===== config.mk =====
export PLATFORM = sky130hd
export DESIGN_NAME = collapsing_issue_queue
export DESIGN_NICKNAME = d
export VERILOG_FILES = /design/src/rtl/ciq_pkg.sv /design/src/rtl/ciq_cell.sv /design/src/rtl/collapsing_issue_queue.sv
export SDC_FILE = /design/constraint.sdc
export NUM_CORES = 1
export LEC_CHECK = 0
export BUFFER_PORTS_ARGS = -buffer_cell sky130_fd_sc_hd__buf_2
export CAP_MARGIN = 20
export CORE_MARGIN = 4
export CORE_UTILIZATION = 35
export CTS_BUF_LIST = sky130_fd_sc_hd__clkbuf_8
export DETAILED_ROUTE_END_ITERATION = 16
export HOLD_SLACK_MARGIN = 0.15
export PLACE_DENSITY_LB_ADDON = 0.25
export SETUP_SLACK_MARGIN = 0.1
export SYNTH_ARGS = -nofsm -noshare
export SYNTH_HDL_FRONTEND = slang
export SYNTH_SLANG_ARGS = --single-unit

===== constraint.sdc =====
create_clock -name aclk -period 14.3 [get_ports aclk]
set_input_delay 2.145 -clock aclk [delete_from_list [all_inputs] [get_ports aclk]]
set_output_delay 2.145 -clock aclk [all_outputs]
set_load 0.005 [all_outputs]

===== src/rtl/ciq_pkg.sv =====
`timescale 1ns / 1ps

package ciq_pkg;

    localparam int SLOTS      = 8;
    localparam int SLOT_IDX_W = (SLOTS > 1) ? $clog2(SLOTS) : 1;
    localparam int CNT_W      = $clog2(SLOTS + 1);

    localparam int MODE_W  = 3;
    localparam int PORT_W  = 10;
    localparam int ROB_W   = 5;
    localparam int TAG_W   = 6;
    localparam int RDY_W   = 4;
    localparam int FU_W    = 10;
    localparam int ITYPE_W = 2;
    localparam int PART_W  = 2;
    localparam int GSLOT_W = 3;
    localparam int FREE_W  = 4;

    localparam int S_TDATA_W = 64;
    localparam int S_TUSER_W = MODE_W;
    localparam int M_TDATA_W = 32;

    // input beat layout, lowest bit first
    localparam int IN_PORT  = 0;
    localparam int IN_DISP  = IN_PORT + PORT_W;
    localparam int IN_ROB   = IN_DISP + 1;
    localparam int IN_SRC_A = IN_ROB + ROB_W;
    localparam int IN_SRC_B = IN_SRC_A + TAG_W;
    localparam int IN_SRC_C = IN_SRC_B + TAG_W;
    localparam int IN_RDY   = IN_SRC_C + TAG_W;
    localparam int IN_FU    = IN_RDY + RDY_W;
    localparam int IN_SPLIT = IN_FU + FU_W;
    localparam int IN_ITYPE = IN_SPLIT + 1;
    localparam int IN_WTAG  = IN_ITYPE + ITYPE_W;
    localparam int IN_END   = IN_WTAG + TAG_W;

    // result beat layout, lowest bit first
    localparam int OUT_GVALID = 0;
    localparam int OUT_GSLOT  = OUT_GVALID + 1;
    localparam int OUT_GROB   = OUT_GSLOT + GSLOT_W;
    localparam int OUT_GSRC_A = OUT_GROB + ROB_W;
    localparam int OUT_GSRC_B = OUT_GSRC_A + TAG_W;
    localparam int OUT_GPART  = OUT_GSRC_B + TAG_W;
    localparam int OUT_FREE   = OUT_GPART + PART_W;
    localparam int OUT_CANACC = OUT_FREE + FREE_W;
    localparam int OUT_SPEC   = OUT_CANACC + 1;
    localparam int OUT_END    = OUT_SPEC + 1;

    localparam logic [MODE_W-1:0] MODE_SELECT = 3'd0;
    localparam logic [MODE_W-1:0] MODE_WAKE   = 3'd1;
    localparam logic [MODE_W-1:0] MODE_SPEC   = 3'd2;
    localparam logic [MODE_W-1:0] MODE_CLEAR  = 3'd3;
    localparam logic [MODE_W-1:0] MODE_REVERT = 3'd4;
    localparam logic [MODE_W-1:0] MODE_FLUSH  = 3'd5;

    localparam logic [1:0] ST_INVALID = 2'd0;
    localparam logic [1:0] ST_ONE     = 2'd1;
    localparam logic [1:0] ST_TWO     = 2'd2;

    localparam logic [PART_W-1:0] PART_WHOLE = 2'd0;
    localparam logic [PART_W-1:0] PART_ADDR  = 2'd1;
    localparam logic [PART_W-1:0] PART_DATA  = 2'd2;

    typedef struct packed {
        logic [1:0]         state;
        logic [ROB_W-1:0]   rob;
        logic [TAG_W-1:0]   src_a;
        logic [TAG_W-1:0]   src_b;
        logic [TAG_W-1:0]   src_c;
        logic [FU_W-1:0]    fu;
        logic [ITYPE_W-1:0] int_types;
        logic [RDY_W-1:0]   ready;
        logic [1:0]         poison;
    } entry_t;

    // entry handed down to the next lower cell
    typedef struct packed {
        entry_t entry;
        logic   wbv;
    } link_t;

    // prefix terms rippling up from slot 0
    typedef struct packed {
        logic shamt;
        logic taken;
    } chain_t;

    typedef struct packed {
        logic              step_en;
        logic [MODE_W-1:0] mode;
        logic [PORT_W-1:0] port_mask;
        logic [TAG_W-1:0]  wake_tag;
    } ctl_t;

    typedef struct packed {
        logic              hit;
        logic [ROB_W-1:0]  rob;
        logic [TAG_W-1:0]  src_a;
        logic [TAG_W-1:0]  src_b;
        logic [PART_W-1:0] part;
    } gnt_t;

endpackage


===== src/rtl/ciq_cell.sv =====
`timescale 1ns / 1ps

module ciq_cell import ciq_pkg::*; (
    input  logic   aclk,
    input  logic   aresetn,
    input  ctl_t   ctl,
    input  link_t  above_i,
    output link_t  below_o,
    input  chain_t chain_i,
    output chain_t chain_o,
    output gnt_t   gnt_o,
    output logic   free_o,
    output logic   spec_o
);

    entry_t            cur_reg;
    entry_t            cur_next;
    entry_t            mod;
    logic              valid;
    logic              req;
    logic              cand;
    logic              hit;
    logic              partial;
    logic              whole;
    logic              wbv;
    logic              recv;
    logic [PART_W-1:0] part;

    always_comb begin
        valid = (cur_reg.state != ST_INVALID);
        req   = ((cur_reg.state == ST_ONE) && (cur_reg.ready == 4'hF)) ||
                ((cur_reg.state == ST_TWO) && cur_reg.ready[3] &&
                 (cur_reg.ready[0] || cur_reg.ready[1]));
        cand  = (ctl.mode == MODE_SELECT) && req &&
                ((cur_reg.fu & ctl.port_mask) != '0);
        hit   = cand && !chain_i.taken;
        partial = hit && (cur_reg.state == ST_TWO) &&
                  !(cur_reg.ready[0] && cur_reg.ready[1] && cur_reg.ready[3]);
        whole = hit && !partial;

        // two-part store: address half first if its source is ready
        mod  = cur_reg;
        part = PART_WHOLE;
        if (partial) begin
            mod.state = ST_ONE;
            if (cur_reg.ready[0]) begin
                part = PART_ADDR;
                mod.int_types[0] = 1'b0;
            end else begin
                part = PART_DATA;
                mod.int_types[1] = 1'b0;
            end
        end

        wbv           = valid && !whole;
        chain_o.shamt = chain_i.shamt || !valid;
        chain_o.taken = chain_i.taken || cand;
        recv          = chain_o.shamt && above_i.wbv;

        below_o.entry = mod;
        below_o.wbv   = wbv;

        gnt_o.hit   = hit;
        gnt_o.rob   = cur_reg.rob;
        gnt_o.src_a = cur_reg.src_a;
        gnt_o.src_b = cur_reg.src_b;
        gnt_o.part  = part;

        cur_next = cur_reg;
        spec_o   = 1'b0;
        case (ctl.mode)
            MODE_SELECT: begin
                if (recv) begin
                    cur_next = above_i.entry;
                end else if (chain_i.shamt || whole) begin
                    cur_next       = mod;
                    cur_next.state = ST_INVALID;
                end else begin
                    cur_next = mod;
                end
            end
            MODE_WAKE: begin
                if (valid) begin
                    if (cur_reg.src_a == ctl.wake_tag) cur_next.ready[0] = 1'b1;
                    if (cur_reg.src_b == ctl.wake_tag) cur_next.ready[1] = 1'b1;
                    if (cur_reg.src_c == ctl.wake_tag) cur_next.ready[2] = 1'b1;
                end
            end
            MODE_SPEC: begin
                // only integer sources take a speculative wakeup
                if (valid) begin
                    if ((cur_reg.src_a == ctl.wake_tag) && cur_reg.int_types[0]) begin
                        cur_next.ready[0]  = 1'b1;
                        cur_next.poison[0] = 1'b1;
                        spec_o             = 1'b1;
                    end
                    if ((cur_reg.src_b == ctl.wake_tag) && cur_reg.int_types[1]) begin
                        cur_next.ready[1]  = 1'b1;
                        cur_next.poison[1] = 1'b1;
                        spec_o             = 1'b1;
                    end
                end
            end
            MODE_CLEAR: begin
                cur_next.poison = 2'b00;
            end
            MODE_REVERT: begin
                cur_next.ready  = cur_reg.ready & ~{2'b00, cur_reg.poison};
                cur_next.poison = 2'b00;
            end
            MODE_FLUSH: begin
                cur_next.state = ST_INVALID;
            end
            default: begin
            end
        endcase

        if (ctl.mode == MODE_SELECT) begin
            free_o = (!wbv || chain_i.shamt) && !recv;
        end else begin
            free_o = (cur_next.state == ST_INVALID);
        end
    end

    always_ff @(posedge aclk) begin
        if (!aresetn) begin
            cur_reg <= '0;
        end else if (ctl.step_en) begin
            cur_reg <= cur_next;
        end
    end

endmodule


===== src/rtl/collapsing_issue_queue.sv =====
`timescale 1ns / 1ps

// Collapsing issue queue, eight slots kept oldest first in a row of cells.
// Slave channel: one beat per command; tuser carries the mode (select and
// dispatch, wake, speculative wake, poison clear, poison revert, flush) and
// tdata the port mask, the dispatched entry and the wake tag.
// Master channel: one result beat per command with the grant (slot, ROB tag,
// two source tags, which half of a two-part store), the free count and the
// speculative match flag.
// Each command is applied to the slots in the cycle its beat is taken; the
// result beat shows up in the following cycle from the output register.
// Throughput is one command per cycle while results are taken. The grant priority
// and the collapse shift both ripple through the cell row combinationally.
// A result held by a stalled receiver stays in the output register and the
// slave side is backpressured until it is taken; tready is high whenever the
// output register is empty or is being drained in the same cycle.
// Reset (aresetn low, synchronous) empties every slot and drops any pending
// result; the queue takes commands from the first cycle after reset.
module collapsing_issue_queue import ciq_pkg::*; (
    input  logic                 aclk,
    input  logic                 aresetn,
    input  logic                 s_tvalid,
    output logic                 s_tready,
    // port_mask, dispatch_valid, entry_rob, entry_src_a, entry_src_b, entry_src_c,
    // entry_ready, entry_fu, entry_split, entry_int_types, wake_tag, zero pad
    input  logic [S_TDATA_W-1:0] s_tdata,
    // mode
    input  logic [S_TUSER_W-1:0] s_tuser,
    output logic                 m_tvalid,
    input  logic                 m_tready,
    // grant_valid, grant_index, grant_rob, grant_src_a, grant_src_b, grant_part,
    // free_slots, can_accept, spec_matched, zero pad
    output logic [M_TDATA_W-1:0] m_tdata
);

    ctl_t                  ctl;
    link_t                 link_w  [SLOTS+1];
    chain_t                chain_w [SLOTS+1];
    gnt_t                  gnt_w   [SLOTS];
    logic [SLOTS-1:0]      free_w;
    logic [SLOTS-1:0]      spec_w;

    logic                  m_tvalid_reg;
    logic [M_TDATA_W-1:0]  m_tdata_reg;
    logic [M_TDATA_W-1:0]  m_tdata_next;

    logic                  g_valid;
    logic [SLOT_IDX_W-1:0] g_slot;
    logic [ROB_W-1:0]      g_rob;
    logic [TAG_W-1:0]      g_src_a;
    logic [TAG_W-1:0]      g_src_b;
    logic [PART_W-1:0]     g_part;
    logic [CNT_W-1:0]      free_cnt;

    assign s_tready = !m_tvalid_reg || m_tready;

    assign ctl.step_en   = s_tvalid && s_tready;
    assign ctl.mode      = s_tuser;
    assign ctl.port_mask = s_tdata[IN_PORT +: PORT_W];
    assign ctl.wake_tag  = s_tdata[IN_WTAG +: TAG_W];

    // the dispatched entry sits above the top cell
    always_comb begin
        link_w[SLOTS].wbv             = s_tdata[IN_DISP];
        link_w[SLOTS].entry.state     = s_tdata[IN_SPLIT] ? ST_TWO : ST_ONE;
        link_w[SLOTS].entry.rob       = s_tdata[IN_ROB +: ROB_W];
        link_w[SLOTS].entry.src_a     = s_tdata[IN_SRC_A +: TAG_W];
        link_w[SLOTS].entry.src_b     = s_tdata[IN_SRC_B +: TAG_W];
        link_w[SLOTS].entry.src_c     = s_tdata[IN_SRC_C +: TAG_W];
        link_w[SLOTS].entry.fu        = s_tdata[IN_FU +: FU_W];
        link_w[SLOTS].entry.int_types = s_tdata[IN_ITYPE +: ITYPE_W];
        link_w[SLOTS].entry.ready     = s_tdata[IN_RDY +: RDY_W];
        link_w[SLOTS].entry.poison    = 2'b00;
    end

    assign chain_w[0].shamt = 1'b0;
    assign chain_w[0].taken = 1'b0;

    for (genvar i = 0; i < SLOTS; i++) begin : g_cell
        ciq_cell u_cell (
            .aclk    (aclk),
            .aresetn (aresetn),
            .ctl     (ctl),
            .above_i (link_w[i+1]),
            .below_o (link_w[i]),
            .chain_i (chain_w[i]),
            .chain_o (chain_w[i+1]),
            .gnt_o   (gnt_w[i]),
            .free_o  (free_w[i]),
            .spec_o  (spec_w[i])
        );
    end

    // at most one cell hits, so an AND-OR mux picks the grant
    always_comb begin
        g_valid = 1'b0;
        g_slot  = '0;
        g_rob   = '0;
        g_src_a = '0;
        g_src_b = '0;
        g_part  = '0;
        for (int i = 0; i < SLOTS; i++) begin
            if (gnt_w[i].hit) begin
                g_valid = 1'b1;
                g_slot  = g_slot | SLOT_IDX_W'(i);
                g_rob   = g_rob | gnt_w[i].rob;
                g_src_a = g_src_a | gnt_w[i].src_a;
                g_src_b = g_src_b | gnt_w[i].src_b;
                g_part  = g_part | gnt_w[i].part;
            end
        end
        free_cnt = CNT_W'($countones(free_w));

        m_tdata_next                         = '0;
        m_tdata_next[OUT_GVALID]             = g_valid;
        m_tdata_next[OUT_GSLOT +: GSLOT_W]   = GSLOT_W'(g_slot);
        m_tdata_next[OUT_GROB +: ROB_W]      = g_rob;
        m_tdata_next[OUT_GSRC_A +: TAG_W]    = g_src_a;
        m_tdata_next[OUT_GSRC_B +: TAG_W]    = g_src_b;
        m_tdata_next[OUT_GPART +: PART_W]    = g_part;
        m_tdata_next[OUT_FREE +: FREE_W]     = FREE_W'(free_cnt);
        m_tdata_next[OUT_CANACC]             = (free_cnt != '0);
        m_tdata_next[OUT_SPEC]               = |spec_w;
    end

    always_ff @(posedge aclk) begin
        if (!aresetn) begin
            m_tvalid_reg <= 1'b0;
        end else if (s_tready) begin
            m_tvalid_reg <= s_tvalid;
        end
    end

    always_ff @(posedge aclk) begin
        if (ctl.step_en) begin
            m_tdata_reg <= m_tdata_next;
        end
    end

    assign m_tvalid = m_tvalid_reg;
    assign m_tdata  = m_tdata_reg;

endmodule


======== After elaboration in Yosys (flattened, before gate mapping) ========
Index checks and enable logic that the tools add are counted.
Widths: inputs -> output; s select.
storage, ports and cells
  flip-flop bits (word level) ............. 374
  bits in latches ......................... 0
  bits in writable memories ............... 0
  memory bits (read-only) ................. 0
  input bits .............................. 71
  word-level logic and storage cells ...... 844
  memories kept ........................... 0
operators by class
  add/sub/neg operators ................... 7
  multiply operators ...................... 0
  divide/modulo/power cells ............... 0
  order comparisons ....................... 0
  equality and inequality tests ........... 117
  shifts and indexed selects .............. 0
  mux-type cells .......................... 238
  bitwise logic cells ..................... 52
  reduce and logical (&&, ||, !) cells .... 320
operators by type and width
  kind                number
  $mux 43             16
  $eq 6x6->1          24
  $logic_and 1x1->1   128
  $ne 2x1->1 const B  64
  $reduce_and 5->1    24
  $reduce_and 7->1    16
  $mux 1              99
  $mux 6              16
  $mux 2              43
  $or 6x6->6          14
  $and 10x10->10      8
  $reduce_bool 10->1  8
  $pmux 2 s4          8
  $logic_not 1->1     56
  $pmux 2 s3          8
  $reduce_and 3->1    16
  $logic_or 1x1->1    44
  $mux 5              8
  $or 5x5->5          7
  $and 4x4->4         8
  $eq 4x4->1 const B  8
  $mux 4              8
  $not 2->4           8
  $pmux 2 s2          8
  22 further kinds    87

======== Logic depth before layout (Yosys ltp) ========
  word-level depth ........................ 29
  gate-level depth with buffers ........... 21

======== Hierarchy ========
A second synthesis with hierarchy kept.
second synthesis, totals
  cell total of the unflattened synthesis .. 3108
  area total of the unflattened synthesis .. 25024.0 um^2
modules (own cells, without submodules)
  module                  times used  cells an instance  area an instance (um^2)
  ciq_cell                8           366                2882.8
  collapsing_issue_queue  1           180                1961.9

======== Worst setup path before layout ========
Ideal clock, no wire load.
  path kind ............................... input to register
  start ................................... input s_tdata[1]
  end ..................................... register m_tdata_reg[27] (netlist: m_tdata[27]), data pin
  setup time .............................. 0.272 ns
  data arrival time ....................... 6.652 ns
  data required time ...................... 14.028 ns
  setup slack ............................. 7.376 ns
  stages on the path ...................... 20
  buffers on the path ..................... 3
  cells stage by stage .................... clkbuf_1 -> a22oi_1 -> nand3_1 -> o2111ai_1 -> and4b_1 -> clkbuf_1 -> a221o_1 -> buf_2 -> o21ai_0 -> a22oi_1 -> fa_1 -> fa_1 -> inv_1 -> fa_1 -> inv_1 -> ha_1 -> inv_1 -> fa_1 -> inv_1 -> or4_1
between the ends
  longest elaborated chain between the ends .. 26
RTL lines
  element                              RTL line                       text
  start: declaration                   collapsing_issue_queue.sv:26   input logic [S_TDATA_W-1:0] s_tdata,
  $and 10x10->10                       ciq_cell.sv:35                 ((cur_reg.fu & ctl.port_mask) != '0);
  $reduce_bool 10->1                   ciq_cell.sv:35
  $logic_and 1x1->1                    ciq_cell.sv:34                 cand = (ctl.mode == MODE_SELECT) && req &&
  $logic_or 1x1->1 (6 in series)       ciq_cell.sv:57                 chain_o.taken = chain_i.taken || cand;
  $logic_not 1->1                      ciq_cell.sv:36                 hit = cand && !chain_i.taken;
  $logic_and 1x1->1                    ciq_cell.sv:36
  $logic_and 1x1->1 (2 in series)      ciq_cell.sv:37                 partial = hit && (cur_reg.state == ST_TWO) &&
  $logic_not 1->1                      ciq_cell.sv:39                 whole = hit && !partial;
  (+6 left out)                        n/a
  $logic_not 2->1                      ciq_cell.sv:121                free_o = (cur_next.state == ST_INVALID);
  $mux 1                               ciq_cell.sv:118                if (ctl.mode == MODE_SELECT) begin
  $add 1x1->2 (not written as such)    collapsing_issue_queue.sv:112  free_cnt = CNT_W'($countones(free_w));
  $add 2x2->3 (not written as such)    collapsing_issue_queue.sv:112
  $add 3x3->4 (not written as such) *  collapsing_issue_queue.sv:112
  via free_cnt[1]                      collapsing_issue_queue.sv:53   logic [CNT_W-1:0] free_cnt;
  $reduce_bool 4->1 *                  collapsing_issue_queue.sv:122  m_tdata_next[OUT_CANACC] = (free_cnt != '0);
  via m_tdata_next[27]                 collapsing_issue_queue.sv:45   logic [M_TDATA_W-1:0] m_tdata_next;
  end signal: assignment               collapsing_issue_queue.sv:136  m_tdata_reg <= m_tdata_next;
  end: declaration                     collapsing_issue_queue.sv:44   logic [M_TDATA_W-1:0] m_tdata_reg;
The timed path passes the listed nets; every way through them passes the cells marked *. The select of a mux whose other input is x is not followed.
A chain may end at the register's enable or synchronous reset.

======== Final worst setup path ========
  start ................................... input s_tuser[0]
  end ..................................... register m_tdata_reg[27] (netlist: m_tdata[27]), data pin
between the ends
  longest elaborated chain between the ends .. 26
RTL lines
  element                              RTL line                                         text
  start: declaration                   collapsing_issue_queue.sv:28                     input logic [S_TUSER_W-1:0] s_tuser,
  $logic_not 3->1                      ciq_cell.sv:34, ciq_cell.sv:71, ciq_cell.sv:118
  $logic_and 1x1->1 (2 in series)      ciq_cell.sv:34
  $logic_or 1x1->1 (6 in series)       ciq_cell.sv:57
  $logic_not 1->1                      ciq_cell.sv:36
  $logic_and 1x1->1                    ciq_cell.sv:36
  $logic_and 1x1->1 (2 in series)      ciq_cell.sv:37
  $logic_not 1->1                      ciq_cell.sv:39
  $logic_and 1x1->1                    ciq_cell.sv:39
  (+5 left out)                        n/a
  $logic_not 2->1                      ciq_cell.sv:121
  $mux 1                               ciq_cell.sv:118
  $add 1x1->2 (not written as such)    collapsing_issue_queue.sv:112
  $add 2x2->3 (not written as such)    collapsing_issue_queue.sv:112
  $add 3x3->4 (not written as such) *  collapsing_issue_queue.sv:112
  via free_cnt[1]                      collapsing_issue_queue.sv:53
  $reduce_bool 4->1 *                  collapsing_issue_queue.sv:122
  via m_tdata_next[27]                 collapsing_issue_queue.sv:45
Marked as above.

==> impl_metrics.yaml <==
outcome:
  status: "finished, final reports clean"
grt:
  antenna_found_initial: 1
  grt_max_degree: 108
  grt_pass1_vias: 17070
  grt_pass1_wl_um: 99130
  grt-ovfl-total: 0
  track_usage_pct: 21.94
placed_design:
  io_buffers: 94
  place.gp.congestion: 0.9202
  placed_cells: 2955
  dp_hpwl_um: 44380
setup_path:
  rr_startpoint: "g_cell[0].u_cell.below_o[10]$_SDFFE_PN0P_"
  reg2reg_slack_ns: 8.11
  rr_worst_depth: 18
  endpoint_kind: "flop"
  cp.required_ns: 14.64
  reg2reg_to: "m_tdata[27]$_DFFE_PP_"
  crit_fanout: 31
  critPathKind: "input port to flop"
  start_kind: "input port"
  critPathArrivalTime_ns: 8.04
logic_synthesis:
  synth_common_cells: "nand2_1 (479), dfxtp_1 (345), a21oi_1 (250)"
  synth.most_common_cell: "nand2_1"
  synth_cell_types: 82
  synth_area_mm2: 0.01863
  yosysTopAreaCellShare_pct: 37.07
  synth_ff_type: "dfxtp_1"
  syn_area_per_cell_um2: 8.023
  synth-seq-area-share_pct: 41.75
  synth_edf_count: 29
  synthCells: 2322
  synthArstFlopShare_pct: 0
  yosysWarnings: 0
  yosysTopAreaCell: "dfxtp_1"
  ys_seq_elements: 374
  yosys-top-cells-area: "dfxtp_1 (37%), nand2_1 (9.7%), a21oi_1 (6.7%)"
clocking:
  cts-resized-gates: 0
  cts_hold_buffers: 0
  cts_tree: "yes"
  cts_sinks: 374
  clk_pin_slew_ns: 0.06
  cts_buffers: 68
  cts_buffer_depth: 3
  root_buffer: "clkbuf_8"
  insertion_delay_ns: 0.64
  htree_levels: 3
  post_cts_buffers: 0
sta:
  final.setup_skew_ns: 0.04092
  finalSetupViolations: 0
  hold_viol: 0
  tns_ns: 0
  max_slew.worst_pin.slew_ns: 1.182
  relSlewSlack_pct: 21.20
  fin_hold_ws_ns: 0.4589
  min_period_ns: 7.701
  slew_viol_final: 0
  grt_setup_unrepaired: "no"
  post-route-period-util_pct: 53.85
  fmax_mhz: 129.9
final_layout:
  num-nets-final: 2417
  area_growth_pct: 11.69
  largest_reg_flops: 312
  final_cells: 3078
  drive_gt1_share_pct: 10.51
route:
  wire_per_inst_um: 20.84
  drc: 0
  drtIter0Drc: 1601
  wirelength_um: 64160
  first_pass_iters: 6
  via_per_inst: 5.701
  drtAntennaViolNets: 0
  via_count: 17550
power_and_ir_drop:
  power_density_mw_per_mm2: 105.5
  vdd_drop_max_v: 0.00005915
  finalPower_mw: 2.196
  p_leak_nw: 7.212
min_path:
  hp-class: "flop to flop"
  hold_depth: 2
  min_to: "g_cell[0].u_cell.below_o[37]$_SDFFE_PN0P_"
  hold_path_startpoint: "g_cell[0].u_cell.below_o[37]$_SDFFE_PN0P_"
floorplanning:
  fp.coreArea_mm2: 0.05266
  die_area_mm2: 0.05698
  ios: 105
  die_y_um: 238.7
  rows: 84
  die_w_um: 238.7
  initial_core_util_pct: 35.38
job:
  drv.max_cap_violation_count: 0
[layout by cell type (no fill, tap or decap), drive strengths merged, types with 38 or more instances in the layout]
cell / Yosys / final
a21oi: 250 / 250
a22oi: 61 / 61
a31oi: 43 / 43
buf: 55 / 126
clkbuf: 126 / 80
dfxtp: 345 / 345
inv: 35 / 65
mux2i: 70 / 70
nand2: 480 / 480
nand3: 91 / 91
nand4: 38 / 38
nor2: 155 / 155
nor3: 47 / 47
o21ai: 96 / 96
xnor2: 75 / 75
xor2: 71 / 71
[layer usage]
| metal | vias up | part of all wire (%) | global-route usage, % |
|---|---|---|---|
| met5 | - | 0 | 0 |
| met4 | 0 | 3.0 | 7.054 |
| met3 | 141 | 6.6 | 4.165 |
| met2 | 630 | 46 | 35.86 |
| met1 | 8518 | 44 | 29.38 |
| li1 | 8259 | - | - |
[logic make-up (layout without fill, tap and decap cells)]
logic type | Yosys count | in the layout | share of synthesized area (%)
mux | 72 | 72 | 3.882
buf+inv | 219 | 284 | 5.030
other cells | 1 | 4 | 0.02013
flops | 374 | 374 | 41.75
simple gates | 898 | 898 | 21.28
fa+ha+maj | 7 | 7 | 0.6313
xor+xnor | 146 | 146 | 6.864
compound gates | 605 | 605 | 20.54
[stage by stage]
| step | utilization, % | worst slack, ns | cell area [um^2] |
|---|---|---|---|
| 2_1_floorplan | - | 7.376 | 18640 |
| 3_3_place_gp | 36.90 | 6.058 | 19430 |
| 3_5_place_dp | 36.95 | 6.031 | 19450 |
| 4_1_cts | 39.42 | 6.709 | 20760 |
| 5_1_grt | 39.52 | 6.475 | 20810 |
| 6_report | 39.52 | 6.599 | 20810 |
[worst max-delay path by stage]
| stage | from | to | slack (ns) | cells past startpoint |
|---|---|---|---|---|
| after floorplan | s_tdata[1] | m_tdata[27]$_DFFE_PP_ | 7.38 | 20 |
| after global placement | s_tdata[1] | m_tdata[27]$_DFFE_PP_ | 6.06 | 19 |
| after detailed placement | s_tuser[0] | m_tdata[27]$_DFFE_PP_ | 6.03 | 19 |
| after CTS | s_tuser[0] | m_tdata[27]$_DFFE_PP_ | 6.71 | 19 |
| after global routing | s_tuser[0] | m_tdata[27]$_DFFE_PP_ | 6.47 | 19 |
| final | s_tuser[0] | m_tdata[27]$_DFFE_PP_ | 6.60 | 19 |
[cell type report]
type                            instances  area, um^2
Sequential cell                       374        7777
Clock buffer                           80        1101
Antenna cell                            1       2.502
Timing Repair Buffer                  126       753.2
Fill cell                            5457       31850
Clock inverter                         40       202.7
Tap cell                              688       860.8
Multi-Input combinational cell       1731        9961
Inverter                               38       150.1
[report_power, final]
part,switching [mW],leakage [nW],internal [mW]
combinational,0.0902,3.37,0.0390
clock,0.461,0.775,0.527
sequential,0.0125,3.07,1.07
[worst max-delay path: stages]
cell      delay [ns]
buf_2           0.25
nor3_2          0.20
buf_4           0.37
o2111a_1        1.05
a211o_1         0.67
nor3_4          0.07
buf_4           0.28
a21o_1          0.33
a21oi_1         0.16
a21oi_1         0.09
fa_1            0.53
inv_1           0.05
fa_1            0.44
inv_1           0.07
ha_1            0.16
inv_1           0.06
fa_1            0.52
inv_1           0.05
or4_1           0.50
No activity file was read; power rests on OpenSTA's default activity.
